--- src/rtl/core/bprf_pkg.sv ---
// Shared types, constants and frame-decode function for the bi-phase frame decoder.
// No dependencies.
package bprf_pkg;

  localparam int DUR_W       = 16;
  localparam int CFG_IDX_W   = 2;
  localparam int FRAME_W     = 96;
  localparam int PREAMBLE_W  = 6;
  localparam int GROUPS      = 18;
  localparam int GROUP_LEN   = 5;
  localparam int DATA_PER_GRP = 4;
  localparam int DEC_BYTES   = 9;
  localparam int DEC_BITS    = DEC_BYTES * 8;

  localparam logic [PREAMBLE_W-1:0] PREAMBLE     = 6'b111110;
  localparam logic [5:0]            WANTED_LEN   = 6'd26;

  localparam logic [DUR_W-1:0] SHORT_NOM_RST = 16'd256;
  localparam logic [DUR_W-1:0] LONG_NOM_RST  = 16'd512;
  localparam logic [DUR_W-1:0] JITTER_RST    = 16'd120;

  // Register indexes
  localparam logic [CFG_IDX_W-1:0] REG_SHORT_NOM = 2'd0;
  localparam logic [CFG_IDX_W-1:0] REG_LONG_NOM  = 2'd1;
  localparam logic [CFG_IDX_W-1:0] REG_JITTER    = 2'd2;

  typedef struct packed {
    logic [DUR_W-1:0] short_nominal;
    logic [DUR_W-1:0] long_nominal;
    logic [DUR_W-1:0] jitter_allowance;
  } cfg_t;

  // Status of the bit-decode stage toward the top level
  typedef struct packed {
    logic valid;
    logic pushed;
  } stage_t;

  typedef struct packed {
    logic        frame_found;
    logic [7:0]  xor_key;
    logic [5:0]  card_length;
    logic [1:0]  crc_bits;
    logic [15:0] profile_code;
    logic [7:0]  facility_number;
    logic [15:0] card_number;
  } result_t;

  typedef logic [DEC_BYTES-1:0][7:0] dec_bytes_t;

  // Drop parity bits and bit-reverse each byte. Frame bit p (MSB first)
  // lives at vector index FRAME_W-1-p.
  function automatic dec_bytes_t decode_bytes(input logic [FRAME_W-1:0] frame);
    dec_bytes_t dec;
    int         src;
    dec = '0;
    for (int k = 0; k < DEC_BITS; k++) begin
      src = PREAMBLE_W + (k / DATA_PER_GRP) * GROUP_LEN + (k % DATA_PER_GRP);
      dec[k / 8][k % 8] = frame[FRAME_W - 1 - src];
    end
    return dec;
  endfunction

endpackage

--- src/rtl/core/bprf_pulse_if.sv ---
// Input channel: one pulse duration per transfer.
// Depends on bprf_pkg.
interface bprf_pulse_if;
  import bprf_pkg::*;

  logic             valid;
  logic             ready;
  logic [DUR_W-1:0] pulse_duration;

  modport source (output valid, output pulse_duration, input ready);
  modport sink   (input valid, input pulse_duration, output ready);
endinterface

--- src/rtl/core/bprf_result_if.sv ---
// Output channel: one decode result per transfer.
// Depends on bprf_pkg.
interface bprf_result_if;
  import bprf_pkg::*;

  logic        valid;
  logic        ready;
  logic        frame_found;
  logic [7:0]  xor_key;
  logic [5:0]  card_length;
  logic [1:0]  crc_bits;
  logic [15:0] profile_code;
  logic [7:0]  facility_number;
  logic [15:0] card_number;

  modport source (output valid, output frame_found, output xor_key, output card_length,
                  output crc_bits, output profile_code, output facility_number,
                  output card_number, input ready);
  modport sink   (input valid, input frame_found, input xor_key, input card_length,
                  input crc_bits, input profile_code, input facility_number,
                  input card_number, output ready);
endinterface

--- src/rtl/core/bprf_cfg_regs.sv ---
// Timing window configuration registers.
// Depends on bprf_pkg.
module bprf_cfg_regs (
  input  logic                       clk,
  input  logic                       rst,
  input  logic                       cfg_we,
  input  logic [bprf_pkg::CFG_IDX_W-1:0] cfg_index,
  input  logic [bprf_pkg::DUR_W-1:0] cfg_data,
  output bprf_pkg::cfg_t             cfg
);
  import bprf_pkg::*;

  always_ff @(posedge clk) begin
    if (rst) begin
      cfg.short_nominal    <= SHORT_NOM_RST;
      cfg.long_nominal     <= LONG_NOM_RST;
      cfg.jitter_allowance <= JITTER_RST;
    end else if (cfg_we) begin
      case (cfg_index)
        REG_SHORT_NOM: cfg.short_nominal    <= cfg_data;
        REG_LONG_NOM:  cfg.long_nominal     <= cfg_data;
        REG_JITTER:    cfg.jitter_allowance <= cfg_data;
        default: ;     // unknown index ignored
      endcase
    end
  end

endmodule

--- src/rtl/core/bprf_bit_decoder.sv ---
// Pulse classification, pending-short flag and 96-bit frame shift register.
// Depends on bprf_pkg.
module bprf_bit_decoder (
  input  logic                       clk,
  input  logic                       rst,
  input  bprf_pkg::cfg_t             cfg,
  input  logic                       load,
  input  logic [bprf_pkg::DUR_W-1:0] dur,
  input  logic                       take,
  output logic [bprf_pkg::FRAME_W-1:0] frame,
  output bprf_pkg::stage_t           status
);
  import bprf_pkg::*;

  logic             pending_short;
  logic             pending_short_next;
  logic             push;
  logic             push_val;
  logic [DUR_W-1:0] short_lo;
  logic [DUR_W-1:0] long_lo;
  logic [DUR_W:0]   short_hi;
  logic [DUR_W:0]   long_hi;
  logic             is_short;
  logic             is_long;

  // Window limits: low saturates at zero, high is one bit wider
  always_comb begin
    short_lo = (cfg.short_nominal >= cfg.jitter_allowance) ?
               cfg.short_nominal - cfg.jitter_allowance : '0;
    long_lo  = (cfg.long_nominal >= cfg.jitter_allowance) ?
               cfg.long_nominal - cfg.jitter_allowance : '0;
    short_hi = {1'b0, cfg.short_nominal} + {1'b0, cfg.jitter_allowance};
    long_hi  = {1'b0, cfg.long_nominal} + {1'b0, cfg.jitter_allowance};
    is_short = (dur >= short_lo) && ({1'b0, dur} <= short_hi);
    is_long  = (dur >= long_lo) && ({1'b0, dur} <= long_hi);
  end

  // Short wins where windows overlap
  always_comb begin
    push               = 1'b0;
    push_val           = 1'b0;
    pending_short_next = 1'b0;
    if (is_short) begin
      push               = pending_short;
      push_val           = 1'b1;
      pending_short_next = !pending_short;
    end else if (is_long) begin
      push = !pending_short;
    end
  end

  always_ff @(posedge clk) begin
    if (rst) begin
      pending_short <= 1'b0;
      frame         <= '0;
      status        <= '0;
    end else begin
      if (load) begin
        pending_short <= pending_short_next;
        status.pushed <= push;
        if (push) begin
          frame <= {frame[FRAME_W-2:0], push_val};
        end
      end
      if (load) begin
        status.valid <= 1'b1;
      end else if (take) begin
        status.valid <= 1'b0;
      end
    end
  end

  a_push_clears_pending: assert property (@(posedge clk) disable iff (rst)
    load && push |=> !pending_short)
    else $error("pending short flag left set after a push");

  a_push_shifts: assert property (@(posedge clk) disable iff (rst)
    load && push |=> frame[FRAME_W-1:1] == $past(frame[FRAME_W-2:0]))
    else $error("frame register did not shift on push");

endmodule

--- src/rtl/core/bprf_frame_check.sv ---
// Frame validity check and field extraction on the 96-bit frame register.
// Depends on bprf_pkg.
module bprf_frame_check (
  input  logic [bprf_pkg::FRAME_W-1:0] frame,
  output logic                         valid_frame,
  output bprf_pkg::result_t            fields
);
  import bprf_pkg::*;

  dec_bytes_t raw;
  dec_bytes_t dec;
  logic       preamble_ok;
  logic       parity_ok;

  always_comb begin
    preamble_ok = frame[FRAME_W-1 -: PREAMBLE_W] == PREAMBLE;
    parity_ok   = 1'b1;
    // fifth bit of every group must be zero
    for (int g = 0; g < GROUPS; g++) begin
      if (frame[FRAME_W - 1 - (PREAMBLE_W + g * GROUP_LEN + DATA_PER_GRP)]) begin
        parity_ok = 1'b0;
      end
    end
    raw    = decode_bytes(frame);
    dec[0] = raw[0];
    for (int b = 1; b < DEC_BYTES; b++) begin
      dec[b] = raw[b] ^ raw[0];
    end
    valid_frame = preamble_ok && parity_ok && (dec[1][7:2] == WANTED_LEN);

    fields.frame_found     = valid_frame;
    fields.xor_key         = dec[0];
    fields.card_length     = dec[1][7:2];
    fields.crc_bits        = dec[1][1:0];
    fields.profile_code    = {dec[2], dec[3]};
    fields.facility_number = {dec[4][6:0], dec[5][7]};
    fields.card_number     = {dec[5][6:0], dec[6], dec[7][7]};
  end

endmodule

--- src/rtl/core/biphase_rfid_frame_decoder.sv ---
// Bi-phase card frame decoder, top level. Depends on bprf_pkg, bprf_pulse_if,
// bprf_result_if, bprf_cfg_regs, bprf_bit_decoder and bprf_frame_check.
// Pipeline: an item passes the input reg, the decode/frame reg and the result
//   reg, in that order; a stalled output side holds it back.
// Throughput: one item per cycle; the three-register elastic pipeline keeps
//   accepting while a finished result waits, until all three stages are full.
// Reset (rst, synchronous): clears the frame, the pending-short flag and all
//   valid flags, and loads the window registers with 256 / 512 / 120.
module biphase_rfid_frame_decoder (
  input  logic                           clk,
  input  logic                           rst,
  input  logic                           cfg_we,
  input  logic [bprf_pkg::CFG_IDX_W-1:0] cfg_index,
  input  logic [bprf_pkg::DUR_W-1:0]     cfg_data,
  bprf_pulse_if.sink                     pulse_in,
  bprf_result_if.source                  result_out
);
  import bprf_pkg::*;

  cfg_t             cfg;
  stage_t           dec_status;
  logic [FRAME_W-1:0] frame;
  logic             frame_ok;
  result_t          check_fields;

  // Stage 0: input register
  logic             in_valid;
  logic [DUR_W-1:0] in_dur;
  // Stage 2: result register
  logic             res_valid;
  result_t          res;

  logic res_rdy;
  logic dec_rdy;
  logic in_rdy;
  logic dec_load;
  logic res_load;

  // Ready chain: a stage takes a new item when empty or when it is moving on
  assign res_rdy  = !res_valid || result_out.ready;
  assign dec_rdy  = !dec_status.valid || res_rdy;
  assign in_rdy   = !in_valid || dec_rdy;
  assign dec_load = in_valid && dec_rdy;
  assign res_load = dec_status.valid && res_rdy;

  assign pulse_in.ready = in_rdy;

  bprf_cfg_regs u_cfg (
    .clk       (clk),
    .rst       (rst),
    .cfg_we    (cfg_we),
    .cfg_index (cfg_index),
    .cfg_data  (cfg_data),
    .cfg       (cfg)
  );

  // Input register; payload needs no reset
  always_ff @(posedge clk) begin
    if (rst) begin
      in_valid <= 1'b0;
    end else if (in_rdy) begin
      in_valid <= pulse_in.valid;
    end
    if (in_rdy && pulse_in.valid) begin
      in_dur <= pulse_in.pulse_duration;
    end
  end

  // Classification updates the frame register as the item moves into stage 1
  bprf_bit_decoder u_dec (
    .clk    (clk),
    .rst    (rst),
    .cfg    (cfg),
    .load   (dec_load),
    .dur    (in_dur),
    .take   (res_load),
    .frame  (frame),
    .status (dec_status)
  );

  // Check runs on the frame as left by the item now in stage 1
  bprf_frame_check u_chk (
    .frame       (frame),
    .valid_frame (frame_ok),
    .fields      (check_fields)
  );

  // Result register: all fields zero unless this item pushed a bit into a valid frame
  always_ff @(posedge clk) begin
    if (rst) begin
      res_valid <= 1'b0;
    end else if (res_rdy) begin
      res_valid <= dec_status.valid;
    end
    if (res_load) begin
      res <= (dec_status.pushed && frame_ok) ? check_fields : '0;
    end
  end

  assign result_out.valid           = res_valid;
  assign result_out.frame_found     = res.frame_found;
  assign result_out.xor_key         = res.xor_key;
  assign result_out.card_length     = res.card_length;
  assign result_out.crc_bits        = res.crc_bits;
  assign result_out.profile_code    = res.profile_code;
  assign result_out.facility_number = res.facility_number;
  assign result_out.card_number     = res.card_number;

  a_found_length: assert property (@(posedge clk) disable iff (rst)
    res_valid && res.frame_found |-> res.card_length == WANTED_LEN)
    else $error("frame reported with wrong length field");

  a_not_found_zero: assert property (@(posedge clk) disable iff (rst)
    res_valid && !res.frame_found |-> res == '0)
    else $error("fields not cleared on a result without frame");

  a_found_needs_push: assert property (@(posedge clk) disable iff (rst)
    res_load && !dec_status.pushed |=> !res.frame_found)
    else $error("frame reported for an item that pushed no bit");

endmodule

--- src/flat_wrapper.sv ---
// flat-port wrapper written by rule: the top's interface ports become plain ports
module biphase_rfid_frame_decoder_flat import bprf_pkg::*;
  (clk, rst, cfg_we, cfg_index, cfg_data, pulse_in_valid, pulse_in_pulse_duration, pulse_in_ready, result_out_valid, result_out_frame_found, result_out_xor_key, result_out_card_length, result_out_crc_bits, result_out_profile_code, result_out_facility_number, result_out_card_number, result_out_ready);
  bprf_pulse_if pulse_in_i ();
  bprf_result_if result_out_i ();
  input  logic clk;
  input  logic rst;
  input  logic cfg_we;
  input  logic [bprf_pkg::CFG_IDX_W-1:0] cfg_index;
  input  logic [bprf_pkg::DUR_W-1:0] cfg_data;
  input wire logic [$bits(pulse_in_i.valid)-1:0] pulse_in_valid;
  input wire logic [$bits(pulse_in_i.pulse_duration)-1:0] pulse_in_pulse_duration;
  output wire logic [$bits(pulse_in_i.ready)-1:0] pulse_in_ready;
  output wire logic [$bits(result_out_i.valid)-1:0] result_out_valid;
  output wire logic [$bits(result_out_i.frame_found)-1:0] result_out_frame_found;
  output wire logic [$bits(result_out_i.xor_key)-1:0] result_out_xor_key;
  output wire logic [$bits(result_out_i.card_length)-1:0] result_out_card_length;
  output wire logic [$bits(result_out_i.crc_bits)-1:0] result_out_crc_bits;
  output wire logic [$bits(result_out_i.profile_code)-1:0] result_out_profile_code;
  output wire logic [$bits(result_out_i.facility_number)-1:0] result_out_facility_number;
  output wire logic [$bits(result_out_i.card_number)-1:0] result_out_card_number;
  input wire logic [$bits(result_out_i.ready)-1:0] result_out_ready;
  assign pulse_in_i.valid = pulse_in_valid;
  assign pulse_in_i.pulse_duration = pulse_in_pulse_duration;
  assign pulse_in_ready = pulse_in_i.ready;
  assign result_out_valid = result_out_i.valid;
  assign result_out_frame_found = result_out_i.frame_found;
  assign result_out_xor_key = result_out_i.xor_key;
  assign result_out_card_length = result_out_i.card_length;
  assign result_out_crc_bits = result_out_i.crc_bits;
  assign result_out_profile_code = result_out_i.profile_code;
  assign result_out_facility_number = result_out_i.facility_number;
  assign result_out_card_number = result_out_i.card_number;
  assign result_out_i.ready = result_out_ready;
  biphase_rfid_frame_decoder u_core (.clk(clk), .rst(rst), .cfg_we(cfg_we), .cfg_index(cfg_index), .cfg_data(cfg_data), .pulse_in(pulse_in_i), .result_out(result_out_i));
endmodule
--- config.mk ---
export PLATFORM = sky130hd
export DESIGN_NAME = biphase_rfid_frame_decoder_flat
export DESIGN_NICKNAME = d
export VERILOG_FILES = /design/src/rtl/core/bprf_pkg.sv /design/src/rtl/core/bprf_pulse_if.sv /design/src/rtl/core/bprf_result_if.sv /design/src/rtl/core/bprf_cfg_regs.sv /design/src/rtl/core/bprf_bit_decoder.sv /design/src/rtl/core/bprf_frame_check.sv /design/src/rtl/core/biphase_rfid_frame_decoder.sv /design/src/flat_wrapper.sv
export SDC_FILE = /design/constraint.sdc
export NUM_CORES = 1
export LEC_CHECK = 0
export BUFFER_PORTS_ARGS = -buffer_cell sky130_fd_sc_hd__buf_2
export CORE_MARGIN = 2
export CORE_UTILIZATION = 37
export CTS_CLUSTER_DIAMETER = 80
export DETAILED_ROUTE_END_ITERATION = 10
export HOLD_SLACK_MARGIN = 0.12
export PLACE_DENSITY = 0.58
export SETUP_SLACK_MARGIN = 0.15
export SLEW_MARGIN = 25
export SYNTH_ARGS = -nofsm -noshare
export SYNTH_HDL_FRONTEND = slang
export SYNTH_HIERARCHICAL = 1
export SYNTH_SLANG_ARGS = --single-unit
--- constraint.sdc ---
create_clock -name clk -period 11.3 [get_ports clk]
set_input_delay 1.695 -clock clk [delete_from_list [all_inputs] [get_ports clk]]
set_output_delay 1.695 -clock clk [all_outputs]
set_load 0.1 [all_outputs]
==> flow_metrics.env, run 1 <==
export IMPL_outcome="complete, no violations"
export IMPL_holdBufCountCts=0
export IMPL_cts_sinks=222
export IMPL_cts_max_path_buffers=3
export IMPL_core_um2=36300
export IMPL_worstSetupPathType="reg -> reg"
export IMPL_avgSynthCellArea_um2=9.98
export IMPL_grt_max_degree=127
export IMPL_postCtsSetupRepairBufs=0
export IMPL_crit_path_end_kind="flip-flop"
export IMPL_setup_violations=0
export IMPL_period_share_pct=61.2
export IMPL_synthArstFlopShare_pct=0
export IMPL_pre_cts_ws_ns=4.47
export IMPL_report_final_slew_viol_count=0
export IMPL_drive_above_1_share_pct=11.4
export IMPL_critPathRequiredTime_ns=11.76
export IMPL_dieArea_um2=38200
export IMPL_synthesis_area_um2=13600
export IMPL_wl_um=31500
export IMPL_p_clk_share_pct=38.3
export IMPL_die_height_um=196
export IMPL_yosysWarnings=6
export IMPL_finalNetCount=1580
export IMPL_fmax_ghz=0.144
export IMPL_grt_pass1_wl_um=50800
export IMPL_io_buffers=97
export IMPL_grt_overflow_total=0
export IMPL_root_buffer="clkbuf_16"
export IMPL_dpl_cell_count=1849
export IMPL_rows=70
export IMPL_finClkSkew_ns=0.0126
export IMPL_placed_area_um2=14200
export IMPL_synth_flop_cell="dfxtp_1"
export IMPL_ant_nets=0
export IMPL_seqPwrFrac_pct=42.3
export IMPL_switching_power_mw=0.616
export IMPL_initial_core_util_pct=37.3
export IMPL_cts_inserted_buffers=26
export IMPL_drt_first_iter_violations=489
export IMPL_synthCells=1360
export IMPL_clk_pin_slew_ns=0.06
export IMPL_hold_class="reg -> reg"
export IMPL_grt_pass1_vias=9457
export IMPL_dr_total_vias=9519
export IMPL_worstSkewPairLatency_ns=0.55
export IMPL_p_int_mw=1.42
export IMPL_slew_headroom_pct=35.5
export IMPL_maxCapViolCount=0
export IMPL_crit_fanout=48
export IMPL_reg2reg_setup_slack_ns=4.38
export IMPL_fin_cells=1898
export IMPL_avgViaCountPerCell=5.02
export IMPL_setup_ws_ns=4.38
export IMPL_synth_seq_cells=222
export IMPL_final_area_um2=15000
export IMPL_htree_levels=1
export IMPL_syn2layout_area_growth_pct=10.6
export IMPL_grt_total_usage_pct=16.6
export IMPL_max_vdd_ir_drop_mv=0.0970
export IMPL_worstHoldStart="u_core/u_dec/status[0]$_SDFFE_PP0P_"
export IMPL_cp_start_kind="flip-flop"
export IMPL_min_period_ns=6.92
export IMPL_final_setup_tns_ns=0
export IMPL_drc=0
export IMPL_cts_resized=0
export IMPL_finalHoldViolations=0
export IMPL_antenna_found_initial=1
export IMPL_ys_seq_area_share_pct=38.1
export IMPL_io_pins=98
export IMPL_rsz0062_at_grt="false"
export IMPL_cts_tree="done"
export IMPL_die_w_um=196
export IMPL_arrival_ns=7.38
export IMPL_combPwrFrac_pct=19.4
export IMPL_synth_edf_count=73
export IMPL_switching_share_pct=30.3
export IMPL_first_pass_iters=5
export IMPL_p_per_area_nw_per_um2=136
export IMPL_r2r_start="u_core/u_cfg/cfg[1]$_SDFFE_PP0P_"
export IMPL_leakagePower_nw=6.42
export IMPL_ys_types=66
export IMPL_startpoint="u_core/u_cfg/cfg[1]$_SDFFE_PP0P_"
export IMPL_wire_per_inst_um=16.6
export IMPL_tightestPinTransition_ns=0.965
export IMPL_gp_congestion=0.919
export IMPL_dpl_hpwl_um=23500
export IMPL_syn_nets=1531
## Yosys cell counts, types with 5 or more instances
| cell type | count | area [um^2] |
|---|---|---|
| nor4_1 | 12 | 75.1 |
| a21oi_1 | 61 | 305 |
| o31ai_1 | 5 | 37.5 |
| and3_2 | 7 | 52.6 |
| nor2b_1 | 15 | 93.8 |
| nand3b_1 | 5 | 37.5 |
| o21a_1 | 7 | 52.6 |
| ha_1 | 128 | 1600 |
| buf_4 | 16 | 120 |
| o21bai_1 | 9 | 67.6 |
| a211oi_1 | 11 | 82.6 |
| buf_6 | 13 | 146 |
| nand2_1 | 59 | 221 |
| buf_2 | 14 | 70.1 |
| o211ai_1 | 6 | 45.0 |
| and3_1 | 52 | 325 |
| o21ai_0 | 28 | 140 |
| nor2_1 | 69 | 259 |
| a21o_1 | 17 | 128 |
| xnor2_1 | 35 | 307 |
| or3_1 | 5 | 31.3 |
| dfxtp_1 | 149 | 2980 |
| nand2b_1 | 167 | 1040 |
| nand4_1 | 11 | 68.8 |
| nand3_1 | 13 | 65.1 |
| nor3_1 | 10 | 50.1 |
| xor2_1 | 60 | 526 |
| mux2i_1 | 144 | 1440 |
| edfxtp_1 | 73 | 2190 |
| inv_1 | 53 | 199 |
| clkbuf_1 | 35 | 131 |
## power groups by stage
stage                     logic (mW)  clock network [mW]  registers (mW)
after global routing           0.431               0.837           0.864
after detailed placement       0.392                   0           0.879
after CTS                      0.394               0.802           0.862
after global placement         0.386                   0           0.878
after floorplan                0.230                   0           0.959
final                          0.395               0.779           0.861
## flip-flops by register name, indices dropped and copies added, names as in the netlist, 2 cells and up
name                               flops
u_core/u_dec/frame                    96
u_core/u_cfg/cfg                      48
u_core/in_dur                         16
u_core/result_out.card_number         16
u_core/result_out.profile_code        16
u_core/result_out.facility_number      8
u_core/result_out.xor_key              8
u_core/result_out.card_length          6
u_core/result_out.crc_bits             2
u_core/u_dec/status                    2
## worst paths after layout
kind | cells past startpoint | endpoint
setup / recovery | 20 | u_core/u_dec/frame[39]$_SDFFE_PP0P_
hold / removal | 2 | u_core/u_dec/status[0]$_SDFFE_PP0P_
setup reg to reg | 20 | u_core/u_dec/frame[39]$_SDFFE_PP0P_
hold reg to reg | 2 | u_core/u_dec/status[0]$_SDFFE_PP0P_
## metrics by stage
stage	utilization [%]	power [mW]	hold WS, ns
global route	41.3	2.13	0.492
floorplan	-	1.19	0.449
CTS	41.3	2.06	0.472
finish	41.3	2.03	0.469
global placement	39.1	1.26	0.459
detailed placement	39.1	1.27	0.461
## cells by family after synthesis
family / synth area share (%)
AND/OR/NAND/NOR: 18.4
flip-flops: 38.1
AO/OA/AOI/OAI: 8.89
multiplexers: 10.6
buffers and inverters: 5.32
adder cells (fa/ha/maj): 12.4
XOR/XNOR: 6.25
## critical path, stage by stage (launching register included)
cell and delay, ns:
dfxtp_1 0.42, inv_1 0.19, fa_1 0.50, a21o_1 0.20, a221oi_1 0.51, a211oi_1 0.17, o31ai_1 0.40, a21oi_1 0.13
a211o_1 0.29, a21o_1 0.36, nand3b_1 0.17, ha_1 0.24, a2111oi_0 0.47, o21ai_0 0.17, a21oi_1 0.15, a2bb2oi_1 0.30
o21ai_0 0.24, o21ai_4 0.17, buf_4 0.62, buf_4 0.74, mux2i_1 0.28
## metal layers
layer	GRT usage [%]	share of wire, %
met1	23.0	49
met2	26.6	45
met3	2.40	4.4
met4	5.06	2.4
met5	0	0
## final cells by class
type	instances	area, um^2
Clock buffer	34	701
Clock inverter	14	100
Sequential cell	222	5170
Fill cell	3594	21300
Inverter	53	199
Timing Repair Buffer	104	544
Multi-Input combinational cell	1002	7700
Tap cell	468	586
Antenna cell	1	2.50
## placed cells by master (no fill, tap or decap), drive strengths merged, types with 12 or more instances in the layout
cell | Yosys | routed
nor4 | 12 | 12
mux2i | 144 | 144
nand2 | 59 | 59
and3 | 59 | 59
a21oi | 61 | 61
nand2b | 167 | 167
xnor2 | 35 | 35
o21ai | 29 | 29
nand3 | 13 | 13
nor2b | 15 | 15
a21o | 17 | 17
inv | 53 | 55
buf | 46 | 104
clkbuf | 37 | 34
edfxtp | 73 | 73
nor2 | 69 | 69
ha | 128 | 128
dfxtp | 149 | 149
xor2 | 61 | 61
(Power assumes the default switching activity.)
==> run 2: changes to the inputs <==
--- a/config.mk
+++ b/config.mk
@@ -5,6 +5,7 @@
 export SDC_FILE = /design/constraint.sdc
 export NUM_CORES = 1
 export LEC_CHECK = 0
+export ABC_AREA = 1
 export BUFFER_PORTS_ARGS = -buffer_cell sky130_fd_sc_hd__buf_2
 export CORE_MARGIN = 2
 export CORE_UTILIZATION = 37
==> constraint.sdc (replaced) <==
create_clock -name clk -period 7.07 [get_ports clk]
set_input_delay 1.0605 -clock clk [delete_from_list [all_inputs] [get_ports clk]]
set_output_delay 1.0605 -clock clk [all_outputs]
set_load 0.1 [all_outputs]
==> flow_metrics.env, run 2 <==
export IMPL_yosys_top_cells_area="dfxtp_1 (20%), edfxtp_1 (15%), ha_1 (11%), nand2_1 (9.2%), nor2_1 (6.4%)"
export IMPL_finalHoldViolations=0
export IMPL_reg2reg_depth=24
export IMPL_cpMostUsedCell="nand2_1"
export IMPL_fin_cells=2483
export IMPL_cp_start_kind="flip-flop"
export IMPL_ant_nets=0
export IMPL_cts_resized=0
export IMPL_synthCells=1920
export IMPL_yosys_cell_count_top_type="nand2_1"
export IMPL_syn2layout_area_growth_pct=9.21
export IMPL_die_w_um=203
export IMPL_synth_seq_cells=222
export IMPL_rsz0062_at_grt="false"
export IMPL_arrival_ns=5.91
export IMPL_fillers=4033
export IMPL_dpl_cell_count=2430
export IMPL_postCtsSetupRepairBufs=0
export IMPL_drt_first_iter_violations=610
export IMPL_crit_path_end_kind="flip-flop"
export IMPL_min_period_ns=5.48
export IMPL_dpl_hpwl_um=26100
export IMPL_dr_total_vias=11822
export IMPL_multi_input_area_um2=7860
export IMPL_fmax_ghz=0.183
export IMPL_worstSkewPairLatency_ns=0.58
export IMPL_synth_common_cells="nand2_1 (361), nor2_1 (251), inv_1 (221)"
export IMPL_wl_um=36000
export IMPL_crit_chain="inv_1 > ha_1 > nand2_1 > nor3_1 > a21oi_2 > o21ai_1 > nand2_1 > a21oi_1 > or2_1 > nand3_1 > ha_1 > a21oi_1 > o21ai_0 > nand2_1 > o211ai_1 > nand2_1 > nand3_1 > nand3_2 > nand2_1 > inv_4 > buf_4 > nand3b_1 > nand2_1 > nor2_1"
export IMPL_final_setup_tns_ns=0
export IMPL_antenna_found_initial=0
export IMPL_setup_violations=0
export IMPL_cts_max_path_buffers=3
export IMPL_outcome="complete, no violations"
export IMPL_finClkSkew_ns=0.0377
export IMPL_synth_top_area_cell="dfxtp_1"
export IMPL_largest_reg_flops=96
export IMPL_startpoint="u_core/u_cfg/cfg[9]$_SDFFE_PP0P_"
export IMPL_io_pins=98
export IMPL_r2r_start="u_core/u_cfg/cfg[9]$_SDFFE_PP0P_"
export IMPL_synth_flop_cell="dfxtp_1"
export IMPL_synth_edf_count=73
export IMPL_hold_class="reg -> reg"
export IMPL_synth_top_area_share_pct=20.3
export IMPL_period_share_pct=77.5
export IMPL_avgViaCountPerCell=4.76
export IMPL_largest_register="u_core/u_dec/frame"
export IMPL_io_buffers=97
export IMPL_cts_inserted_buffers=28
export IMPL_maxCapViolCount=0
export IMPL_fin_total_pwr_mw=4.01
export IMPL_cts_sinks=222
export IMPL_report_final_slew_viol_count=0
export IMPL_dieArea_um2=41300
export IMPL_antenna_cells=0
export IMPL_tightestPinTransition_ns=0.990
export IMPL_htree_levels=1
export IMPL_grt_max_degree=192
export IMPL_drc=0
export IMPL_layout_commonest_cell="nand2_1"
export IMPL_hold_depth=2
export IMPL_synthesis_area_um2=14700
export IMPL_leakagePower_nw=7.56
export IMPL_grt_pass1_wl_um=57600
export IMPL_wire_per_inst_um=14.5
export IMPL_seqCellArea_um2=5170
export IMPL_max_vdd_ir_drop_mv=0.218
export IMPL_core_um2=38900
export IMPL_worstSetupPathType="reg -> reg"
export IMPL_grt_pass1_vias=11084
export IMPL_crit_fanout=93
export IMPL_drive_above_1_share_pct=11.9
export IMPL_p_per_area_nw_per_um2=250
export IMPL_root_buffer="clkbuf_16"
export IMPL_synthArstFlopShare_pct=0
export IMPL_slew_headroom_pct=34.0
export IMPL_syn_nets=2091
export IMPL_initial_core_util_pct=37.7
export IMPL_grt_overflow_total=0
export IMPL_gp_congestion=0.964
export IMPL_finalNetCount=2114
export IMPL_clk_pin_slew_ns=0.06
export IMPL_holdBufCountCts=0
export IMPL_max_stage_delay_ns=0.61
export IMPL_ys_seq_area_share_pct=35.3
export IMPL_rows=72
export IMPL_hold_ws_ns=0.471
export IMPL_critPathRequiredTime_ns=7.51
export IMPL_layout_common_cells="nand2_1 (360), nor2_1 (251), inv_1 (221)"
export IMPL_final_util_pct=41.2
export IMPL_yosysWarnings=6
export IMPL_ys_types=49
export IMPL_grt_total_usage_pct=17.2
export IMPL_top_regs="u_core/u_dec/frame: 96 flops, u_core/u_cfg/cfg: 48 flops"
export IMPL_worstHoldStart="u_core/u_dec/frame[13]$_SDFFE_PP0P_"
export IMPL_first_pass_iters=5
export IMPL_crit_slowest_cell="inv_4"
export IMPL_die_height_um=203
export IMPL_cts_tree="done"
export IMPL_avgSynthCellArea_um2=7.64
-- run 2: cell types whose count changed after synthesis, moves of 57 or more --
cell and change:
mux2i_1 -144, nand3b_1 +92, nor2_1 +182, a21oi_1 +125, inv_1 +168, nand3_1 +57, nand2b_1 -167, nand2_1 +302
-- run 2: cell type report --
cell class / instances / share of cell area (%)
multi-input combinational: 1353 / 49.0
sequential: 222 / 32.3
inverter: 233 / 5.47
clock buffer: 34 / 4.51
tap: 518 / 4.04
timing repair buffer: 105 / 3.53
clock inverter: 18 / 1.11
-- run 2: through the flow --
step           cell area [um^2]  setup slack [ns]
2_1_floorplan             14700              2.66
3_3_place_gp              15100              1.59
3_5_place_dp              15100              1.57
4_1_cts                   16000              1.56
5_1_grt                   16000              1.02
6_report                  16000              1.59
-- run 2: power by group --
part           switching [mW]  internal, mW
sequential              0.108          1.42
combinational           0.732         0.375
clock                   0.570         0.808
-- run 2: worst max-delay path, delay by kind of cell (launching register included) --
family / cells / cell delay [ns]
AND/OR/NAND/NOR: 13 / 2.04
buffers and inverters: 3 / 1.20
adder cells (fa/ha/maj): 2 / 0.84
AO/OA/AOI/OAI: 6 / 0.77
flip-flops: 1 / 0.43
-- run 2: kinds of logic after synthesis --
logic type / count (synthesis) / share of synthesized area [%]
buf+inv: 345 / 11.4
xor+xnor: 77 / 4.60
flops: 222 / 35.3
fa+ha+maj: 132 / 11.5
compound gates: 267 / 9.88
simple gates: 877 / 27.4
-- run 2: path summary, 6_finish.rpt --
check | to | slack (ns)
worst max-delay path | u_core/u_dec/frame[67]$_SDFFE_PP0P_ | 1.59
worst min-delay path | u_core/u_dec/frame[13]$_SDFFE_PP0P_ | 0.47
worst max register to register | u_core/u_dec/frame[67]$_SDFFE_PP0P_ | 1.59
worst min register to register | u_core/u_dec/frame[13]$_SDFFE_PP0P_ | 0.47
-- run 2: per-layer routing --
| metal | vias to the layer above | GRT usage [%] | wire length (um) |
|---|---|---|---|
| met3 | 57 | 2.19 | 1340 |
| met2 | 236 | 28.9 | 16600 |
| met4 | 0 | 5.76 | 1060 |
| li1 | 6218 | - | - |
| met5 | - | 0 | 0 |
| met1 | 5311 | 22.9 | 17000 |
